## src/rtl/assert_macros.svh

```systemverilog
// Assertion macros used by the core RTL file.
`ifndef ASSERT_MACROS_SVH
`define ASSERT_MACROS_SVH

// Clocked check that is switched off while reset is high.
`define ASSERT_CLK_RST(lbl, clk, rst, prop, msg) \
  lbl: assert property (@(posedge clk) disable iff (rst) (prop)) else $error(msg);

// Clocked check that also holds during reset.
`define ASSERT_CLK(lbl, clk, prop, msg) \
  lbl: assert property (@(posedge clk) (prop)) else $error(msg);

`endif

```

## src/rtl/bsoc_pkg.sv

```systemverilog
package bsoc_pkg;

  // Field widths.
  localparam int CODE_W  = 16;
  localparam int MAG_W   = 15;
  localparam int SCALE_W = 20;
  localparam int FB_W    = 13;
  localparam int FRAC_W  = 16;
  localparam int VQ_W    = MAG_W + SCALE_W;
  localparam int HI_W    = VQ_W - FRAC_W;
  localparam int MV_W    = 17;
  localparam int PCT_W   = 7;
  localparam int HALF_W  = 8;

  // Register indexes of the configuration port.
  localparam int CFG_IDX_W = 1;
  localparam logic [CFG_IDX_W-1:0] REG_MV_PER_CODE = 1'b0;
  localparam logic [CFG_IDX_W-1:0] REG_FALLBACK_MV = 1'b1;
  localparam logic [SCALE_W-1:0] MV_PER_CODE_RESET = 20'd170583;
  localparam logic [FB_W-1:0]    FALLBACK_MV_RESET = 13'd3690;

  localparam logic [MV_W-1:0] BATTERY_MV_MAX = 17'd90000;

  // Discharge curve, highest voltage first.
  localparam int CURVE_POINTS = 12;
  localparam int SEG_W = $clog2(CURVE_POINTS);
  localparam logic [12:0] CURVE_MV [CURVE_POINTS] = '{
    13'd4140, 13'd4100, 13'd4000, 13'd3900, 13'd3800, 13'd3700,
    13'd3600, 13'd3500, 13'd3400, 13'd3300, 13'd3200, 13'd3000
  };
  localparam logic [PCT_W-1:0] CURVE_PCT [CURVE_POINTS] = '{
    7'd100, 7'd95, 7'd85, 7'd75, 7'd65, 7'd50,
    7'd35, 7'd20, 7'd10, 7'd5, 7'd2, 7'd0
  };

  // Segment geometry: voltage span fits 8 bits, percent span 4 bits.
  localparam int DMV_W      = 8;
  localparam int DP_W       = 4;
  localparam int SEG_DP_MAX = 15;
  localparam int X_W        = DMV_W + FRAC_W;
  localparam int PROD_W     = 28;
  localparam int T_W        = PROD_W - FRAC_W;

  typedef struct packed {
    logic [VQ_W-1:0] vq;
    logic            fb;
  } s1_t;

  typedef struct packed {
    logic [MV_W-1:0]  mv;
    logic [SEG_W-1:0] seg;
    logic [X_W-1:0]   x;
    logic             full;
    logic             empty;
    logic             fb;
  } s2_t;

  typedef struct packed {
    logic s3;
    logic s4;
  } interp_load_t;

endpackage

```

## src/rtl/bsoc_scale.sv

```systemverilog
module bsoc_scale
  import bsoc_pkg::*;
(
  input  logic                     clk,
  input  logic                     load,
  input  logic signed [CODE_W-1:0] raw_code,
  input  logic                     read_ok,
  input  logic [SCALE_W-1:0]       mv_per_code_q16,
  input  logic [FB_W-1:0]          fallback_mv,
  output s1_t                      s1
);

  logic [MAG_W-1:0] code;
  logic [VQ_W-1:0]  vq_next;

  // Clamp negative codes, then scale or take the fallback voltage.
  always_comb begin
    code = raw_code[CODE_W-1] ? '0 : raw_code[MAG_W-1:0];
    if (read_ok) begin
      vq_next = VQ_W'(code) * VQ_W'(mv_per_code_q16);
    end else begin
      vq_next = VQ_W'({fallback_mv, {FRAC_W{1'b0}}});
    end
  end

  always_ff @(posedge clk) begin
    if (load) begin
      s1.vq <= vq_next;
      s1.fb <= ~read_ok;
    end
  end

endmodule

```

## src/rtl/bsoc_segment.sv

```systemverilog
module bsoc_segment
  import bsoc_pkg::*;
(
  input  logic clk,
  input  logic load,
  input  s1_t  s1,
  output s2_t  s2
);

  logic [VQ_W:0]       rnd;
  logic [HI_W:0]       mv_whole;
  logic [HI_W-1:0]     hi;
  logic [SEG_W-1:0]    seg;
  logic [HI_W-1:0]     lo_mv;
  logic [HI_W-1:0]     hi_off;
  s2_t                 s2_next;

  always_comb begin
    // Round to whole millivolts and saturate.
    rnd      = {1'b0, s1.vq} + (VQ_W+1)'(1 << (FRAC_W - 1));
    mv_whole = rnd[VQ_W:FRAC_W];
    s2_next.mv = (mv_whole > (HI_W+1)'(BATTERY_MV_MAX)) ? BATTERY_MV_MAX
                                                        : mv_whole[MV_W-1:0];

    // Ends of the curve.
    hi = s1.vq[VQ_W-1:FRAC_W];
    s2_next.full  = (hi >= HI_W'(CURVE_MV[0]));
    s2_next.empty = (hi < HI_W'(CURVE_MV[CURVE_POINTS-1])) ||
                    ((hi == HI_W'(CURVE_MV[CURVE_POINTS-1])) &&
                     (s1.vq[FRAC_W-1:0] == '0));

    // Topmost segment whose lower point is at or below the voltage.
    seg = '0;
    for (int i = CURVE_POINTS - 2; i >= 0; i--) begin
      if (hi >= HI_W'(CURVE_MV[i+1])) begin
        seg = SEG_W'(i);
      end
    end
    s2_next.seg = seg;

    // Offset above the segment's lower point.
    lo_mv     = HI_W'(CURVE_MV[seg + 1'b1]);
    hi_off    = hi - lo_mv;
    s2_next.x = {hi_off[DMV_W-1:0], s1.vq[FRAC_W-1:0]};
    s2_next.fb = s1.fb;
  end

  always_ff @(posedge clk) begin
    if (load) begin
      s2 <= s2_next;
    end
  end

endmodule

```

## src/rtl/bsoc_interp.sv

```systemverilog
module bsoc_interp
  import bsoc_pkg::*;
(
  input  logic               clk,
  input  interp_load_t       load,
  input  s2_t                s2,
  output logic [MV_W-1:0]    battery_mv,
  output logic [PCT_W-1:0]   charge_percent,
  output logic [HALF_W-1:0]  charge_half_percent,
  output logic               used_fallback
);

  logic [DMV_W-1:0]  dmv2;
  logic [DP_W-1:0]   dp2;
  logic [PROD_W-1:0] prod;

  logic [MV_W-1:0]   mv3;
  logic [SEG_W-1:0]  seg3;
  logic [T_W-1:0]    t3;
  logic              full3;
  logic              empty3;
  logic              fb3;

  logic [DMV_W-1:0]  dmv3;
  logic [DP_W-1:0]   q;
  logic [PCT_W-1:0]  pct_next;
  logic [HALF_W-1:0] half_next;

  // Stage three: offset scaled by the percent span plus half the voltage span, fraction dropped.
  always_comb begin
    dmv2 = DMV_W'(CURVE_MV[s2.seg] - CURVE_MV[s2.seg + 1'b1]);
    dp2  = DP_W'(CURVE_PCT[s2.seg] - CURVE_PCT[s2.seg + 1'b1]);
    prod = PROD_W'(s2.x) * PROD_W'(dp2) + (PROD_W'(dmv2) << (FRAC_W - 1));
  end

  always_ff @(posedge clk) begin
    if (load.s3) begin
      mv3    <= s2.mv;
      seg3   <= s2.seg;
      t3     <= prod[PROD_W-1:FRAC_W];
      full3  <= s2.full;
      empty3 <= s2.empty;
      fb3    <= s2.fb;
    end
  end

  // Stage four: quotient by the segment span through a row of compares.
  always_comb begin
    dmv3 = DMV_W'(CURVE_MV[seg3] - CURVE_MV[seg3 + 1'b1]);
    q = '0;
    for (int k = 1; k <= SEG_DP_MAX; k++) begin
      if (t3 >= T_W'(k) * T_W'(dmv3)) begin
        q = DP_W'(k);
      end
    end
    if (full3) begin
      pct_next = CURVE_PCT[0];
    end else if (empty3) begin
      pct_next = CURVE_PCT[CURVE_POINTS-1];
    end else begin
      pct_next = CURVE_PCT[seg3 + 1'b1] + PCT_W'(q);
    end
    half_next = (pct_next >= 7'd100) ? 8'd200 : {pct_next, 1'b0};
  end

  always_ff @(posedge clk) begin
    if (load.s4) begin
      battery_mv          <= mv3;
      charge_percent      <= pct_next;
      charge_half_percent <= half_next;
      used_fallback       <= fb3;
    end
  end

endmodule

```

## src/rtl/battery_adc_to_charge_percent_core.sv

```systemverilog
// Channel   Handshake                    Payload
// sample    sample_valid / sample_stall  raw_code, read_ok
// result    result_valid / result_stall  battery_mv, charge_percent,
//                                        charge_half_percent, used_fallback
// config    cfg_write_en                 cfg_index, cfg_data
//
// Four register stages (scale multiply, segment search, interpolation
// multiply, quotient compare) carry each sample to its result in that order.
// One sample can be taken every cycle while sample_stall is low.
// Reset empties the pipeline and restores both configuration registers.
// A stalled result holds in the output stage; empty stages ahead of it still
// fill, and sample_stall rises only when every stage is occupied.
module battery_adc_to_charge_percent_core
  import bsoc_pkg::*;
(
  input  logic                     clk,
  input  logic                     rst,
  input  logic                     sample_valid,
  output logic                     sample_stall,
  input  logic signed [CODE_W-1:0] raw_code,
  input  logic                     read_ok,
  output logic                     result_valid,
  input  logic                     result_stall,
  output logic [MV_W-1:0]          battery_mv,
  output logic [PCT_W-1:0]         charge_percent,
  output logic [HALF_W-1:0]        charge_half_percent,
  output logic                     used_fallback,
  input  logic                     cfg_write_en,
  input  logic [CFG_IDX_W-1:0]     cfg_index,
  input  logic [SCALE_W-1:0]       cfg_data
);

`include "assert_macros.svh"

  logic [SCALE_W-1:0] mv_per_code_q16;
  logic [FB_W-1:0]    fallback_mv;

  logic v1, v2, v3, v4;
  logic ready1, ready2, ready3, ready4;
  interp_load_t interp_load;
  s1_t s1;
  s2_t s2;

  // Configuration registers.
  always_ff @(posedge clk) begin
    if (rst) begin
      mv_per_code_q16 <= MV_PER_CODE_RESET;
      fallback_mv     <= FALLBACK_MV_RESET;
    end else if (cfg_write_en) begin
      case (cfg_index)
        REG_MV_PER_CODE: mv_per_code_q16 <= cfg_data;
        REG_FALLBACK_MV: fallback_mv     <= cfg_data[FB_W-1:0];
        default: ;
      endcase
    end
  end

  // A stage moves when it is empty or the stage after it moves.
  always_comb begin
    ready4 = !v4 || !result_stall;
    ready3 = !v3 || ready4;
    ready2 = !v2 || ready3;
    ready1 = !v1 || ready2;
    interp_load.s3 = ready3;
    interp_load.s4 = ready4;
  end

  assign sample_stall = !ready1;
  assign result_valid = v4;

  // Valid bits that travel with the data.
  always_ff @(posedge clk) begin
    if (rst) begin
      v1 <= 1'b0;
      v2 <= 1'b0;
      v3 <= 1'b0;
      v4 <= 1'b0;
    end else begin
      if (ready1) v1 <= sample_valid;
      if (ready2) v2 <= v1;
      if (ready3) v3 <= v2;
      if (ready4) v4 <= v3;
    end
  end

  bsoc_scale u_scale (
    .clk             (clk),
    .load            (ready1),
    .raw_code        (raw_code),
    .read_ok         (read_ok),
    .mv_per_code_q16 (mv_per_code_q16),
    .fallback_mv     (fallback_mv),
    .s1              (s1)
  );

  bsoc_segment u_segment (
    .clk  (clk),
    .load (ready2),
    .s1   (s1),
    .s2   (s2)
  );

  bsoc_interp u_interp (
    .clk                 (clk),
    .load                (interp_load),
    .s2                  (s2),
    .battery_mv          (battery_mv),
    .charge_percent      (charge_percent),
    .charge_half_percent (charge_half_percent),
    .used_fallback       (used_fallback)
  );

  // An accepted transaction occupies the first stage on the next cycle.
  `ASSERT_CLK_RST(a_accept_fills, clk, rst, (sample_valid && !sample_stall) |=> v1, "accepted sample lost")
  // A taken result with nothing behind it leaves the output empty.
  `ASSERT_CLK_RST(a_no_invent, clk, rst, (v4 && !result_stall && !v3) |=> !result_valid, "result repeated")
  // Fallback voltages come from a 13-bit register.
  `ASSERT_CLK_RST(a_fb_range, clk, rst, (result_valid && used_fallback) |-> (battery_mv <= 17'd8191), "fallback voltage out of range")
  // Percent never passes full charge, and half units track it.
  `ASSERT_CLK_RST(a_pct_range, clk, rst, result_valid |-> ((charge_percent <= 7'd100) && (charge_half_percent == ((charge_percent == 7'd100) ? 8'd200 : {charge_percent, 1'b0}))), "charge out of range")

endmodule
```

## config.mk

```make
export PLATFORM = sky130hd
export DESIGN_NAME = battery_adc_to_charge_percent_core
export DESIGN_NICKNAME = d
export VERILOG_FILES = /design/src/rtl/bsoc_pkg.sv /design/src/rtl/bsoc_scale.sv /design/src/rtl/bsoc_segment.sv /design/src/rtl/bsoc_interp.sv /design/src/rtl/battery_adc_to_charge_percent_core.sv
export VERILOG_INCLUDE_DIRS = /design/src /design/src/rtl
export SDC_FILE = /design/constraint.sdc
export NUM_CORES = 1
export LEC_CHECK = 0
export BUFFER_PORTS_ARGS = -buffer_cell sky130_fd_sc_hd__buf_4
export CORE_ASPECT_RATIO = 0.7
export CORE_MARGIN = 2
export CORE_UTILIZATION = 67
export CTS_BUF_LIST = sky130_fd_sc_hd__clkbuf_4 sky130_fd_sc_hd__clkbuf_8
export DETAILED_ROUTE_END_ITERATION = 10
export PLACE_DENSITY = 0.86
export SLEW_MARGIN = 20
export SYNTH_ARGS = -nofsm -noshare
export SYNTH_HDL_FRONTEND = slang
export SYNTH_SLANG_ARGS = --single-unit
```

## constraint.sdc

```tcl
create_clock -name clk -period 18.3 [get_ports clk]
set_input_delay 3.66 -clock clk [delete_from_list [all_inputs] [get_ports clk]]
set_output_delay 3.66 -clock clk [all_outputs]
set_load 0.005 [all_outputs]
```

==> impl_metrics.json <==
{
  "fin_ws_ns": 7.985,
  "fillerInstances": 2704,
  "ys_types": 84,
  "num_rows": 59,
  "insertion_delay_ns": 0.53,
  "yosys.area.top_type_share_pct": 23.92,
  "pin_count": 78,
  "async_flop_share_pct": 0,
  "arrival_ns": 10.59,
  "utilization_pct": 71.95,
  "numClockSinks": 189,
  "die_area_mm2": 0.03944,
  "crit_chain": "buf_4 > nor2b_2 > and2_1 > fa_1 > inv_1 > fa_1 > inv_1 > fa_1 > fa_1 > inv_1 > fa_1 > fa_1 > inv_1 > ha_1 > nand4_1 > or2_2 > o221ai_1 > nand4_1 > a41oi_1 > o41a_1 > a21oi_1 > xnor2_1 > mux2_2",
  "r2r_setup_slack_ns": 8.80,
  "yosysSeqAreaShare_pct": 20.92,
  "finalHoldViolCount": 0,
  "vias_per_cell": 6.004,
  "nNetsFinal": 3362,
  "port_buffers": 76,
  "antenna_found_initial": 1,
  "fmax_mhz": 96.94,
  "ys_ff_latch": 189,
  "syn_area_mm2": 0.02536,
  "syn-num-nets": 3346,
  "required_ns": 18.57,
  "root_buffer": "clkbuf_8",
  "wire_per_inst_um": 18.65,
  "cts_made_buffers": 17,
  "gp_congestion": 0.9384,
  "core_mm2": 0.03721,
  "synth_common_cells": "nand2_1, inv_1, ha_1",
  "detailed_place_hpwl_mm": 47.16,
  "synth_area_leaders": "fa_1, edfxtp_1, ha_1",
  "cp_slowest_cell": "nor2b_2",
  "drc": 0,
  "cp-start-kind": "input port",
  "drive_gt1_share_pct": 7.376,
  "path_clk_slew_ns": 0.11,
  "cp-end-kind": "flop",
  "cap_viol_max_count": 0,
  "drtAntennaViolNets": 0,
  "crit_type": "in2reg",
  "min_from": "u_segment.s2[34]",
  "post-cts-setup-buffer-count": 0,
  "ctsHoldBuffers": 0,
  "worstMarginPinSlew_ns": 1.057,
  "grt_pass1_vias": 20051,
  "routed_wl_mm": 59.44,
  "die_w_um": 236.5,
  "syn_avg_cell_area_um2": 9.500,
  "critPathMaxStageDelay_ns": 0.70,
  "worstPathMaxFanout": 20,
  "cts_tree": "yes",
  "track_usage_pct": 31.89,
  "grt_pass1_wl_mm": 100.7,
  "setup-violations-final": 0,
  "synth_area_leader_cell": "fa_1",
  "path_buf_inv": 5,
  "rsz0062_at_grt": "false",
  "hold_path_class": "reg2reg",
  "min_period_ns": 10.32,
  "crit_family": "adder cells",
  "netlist_instances": 2669,
  "cp-startpoint": "raw_code[15]",
  "skew_ns": 0.02457,
  "synth_edf_count": 152,
  "crit_top_cell": "fa_1",
  "overflow": 0,
  "grt_max_degree": 49,
  "yosys_warnings": 0,
  "synthFlopType": "edfxtp_1",
  "vias": 19134,
  "start_util_pct": 68.15,
  "place_ws_ns": 7.515,
  "htreeDepth": 4,
  "first_iter_violations": 1610,
  "slew_headroom_pct": 29.51,
  "die_h_um": 166.8,
  "synth.most_common_cell": "nand2_1",
  "status": "finished clean",
  "syn_to_final_growth_pct": 5.566,
  "clk_path_buf_depth": 2,
  "period_share_pct": 56.37,
  "final.setup.tns_ns": 0,
  "r2r-start": "u_interp.seg3[0]",
  "cts_resized": 0,
  "dr.pass1.iters": 6,
  "slew_viol_final": 0
}
==> path summary, 6_finish.rpt <==
path | endpoint | cells past startpoint
min | u_interp.mv3[3] | 0
max | u_scale.s1[29] | 23
max reg2reg | u_interp.charge_half_percent[1] | 37
min reg2reg | u_interp.mv3[3] | 0
==> layout make-up <==
cell class / instances / area (um^2) / area share [%]
multi-input cells: 2026 / 18330 / 68.48
flip-flops and latches: 189 / 5305 / 19.82
inverters: 350 / 1316 / 4.917
repair buffers: 101 / 758.2 / 2.833
well taps: 488 / 610.6 / 2.281
clock buffers: 17 / 234.0 / 0.8741
clock inverters: 15 / 211.5 / 0.7899
diodes: 1 / 2.502 / 0.009348
==> flip-flops by register name, summed over array words and instances, names as in the netlist <==
signal,flops
fallback_mv,13
mv_per_code_q16,20
result_valid,1
u_interp.battery_mv,17
u_interp.charge_half_percent,7
u_interp.charge_percent,7
u_interp.empty3,1
u_interp.fb3,1
u_interp.full3,1
u_interp.mv3,17
u_interp.seg3,4
u_interp.t3,12
u_interp.used_fallback,1
u_scale.s1,36
u_segment.s2,48
v1,1
v2,1
v3,1
==> logic make-up after synthesis <==
| logic type | share of synthesized area [%] |
|---|---|
| other | 0.01479 |
| DFF | 20.92 |
| adders and majority gates | 40.74 |
| xor gates and xnor gates | 4.342 |
| AOI/OAI and AO/OA | 9.736 |
| and+or+nand+nor | 16.33 |
| buffers and inverters | 6.849 |
| muxes | 1.061 |
==> metal layers <==
layer,up-vias,wire length [um],global-route usage [%]
met2,844,27220,50.98
met3,107,5379,6.680
met4,0,1417,9.026
met5,-,0,0
li1,8799,-,-
met1,9384,25420,44.34
==> cell usage in the layout (no fill, tap or decap), drive strengths merged, types with 11 or more instances in the layout <==
cell type    n
nand2      396
inv        357
ha         331
fa         303
edfxtp     152
and2       148
a21oi      124
buf        101
nor2       100
xnor2       70
o21ai       59
a21o        52
xor2        50
nor2b       48
o21a        37
dfxtp       37
nor3        33
nand3       24
nand2b      23
mux2        20
nand3b      18
o21bai      18
nand4       17
clkbuf      17
or2         12
maj3        12
nor4        11
==> metrics by stage <==
stage	area (um^2)	instances	hold WS (ns)
after floorplan	25360	2669	0.4003
after global placement	26320	3154	0.4013
after detailed placement	26320	3154	0.4045
after CTS	26770	3186	0.4414
after global routing	26770	3186	0.4495
final	26770	3187	0.4347
Power is not shown: default switching activity piles up to over one toggle a cycle in this logic, so the estimate is an artifact.
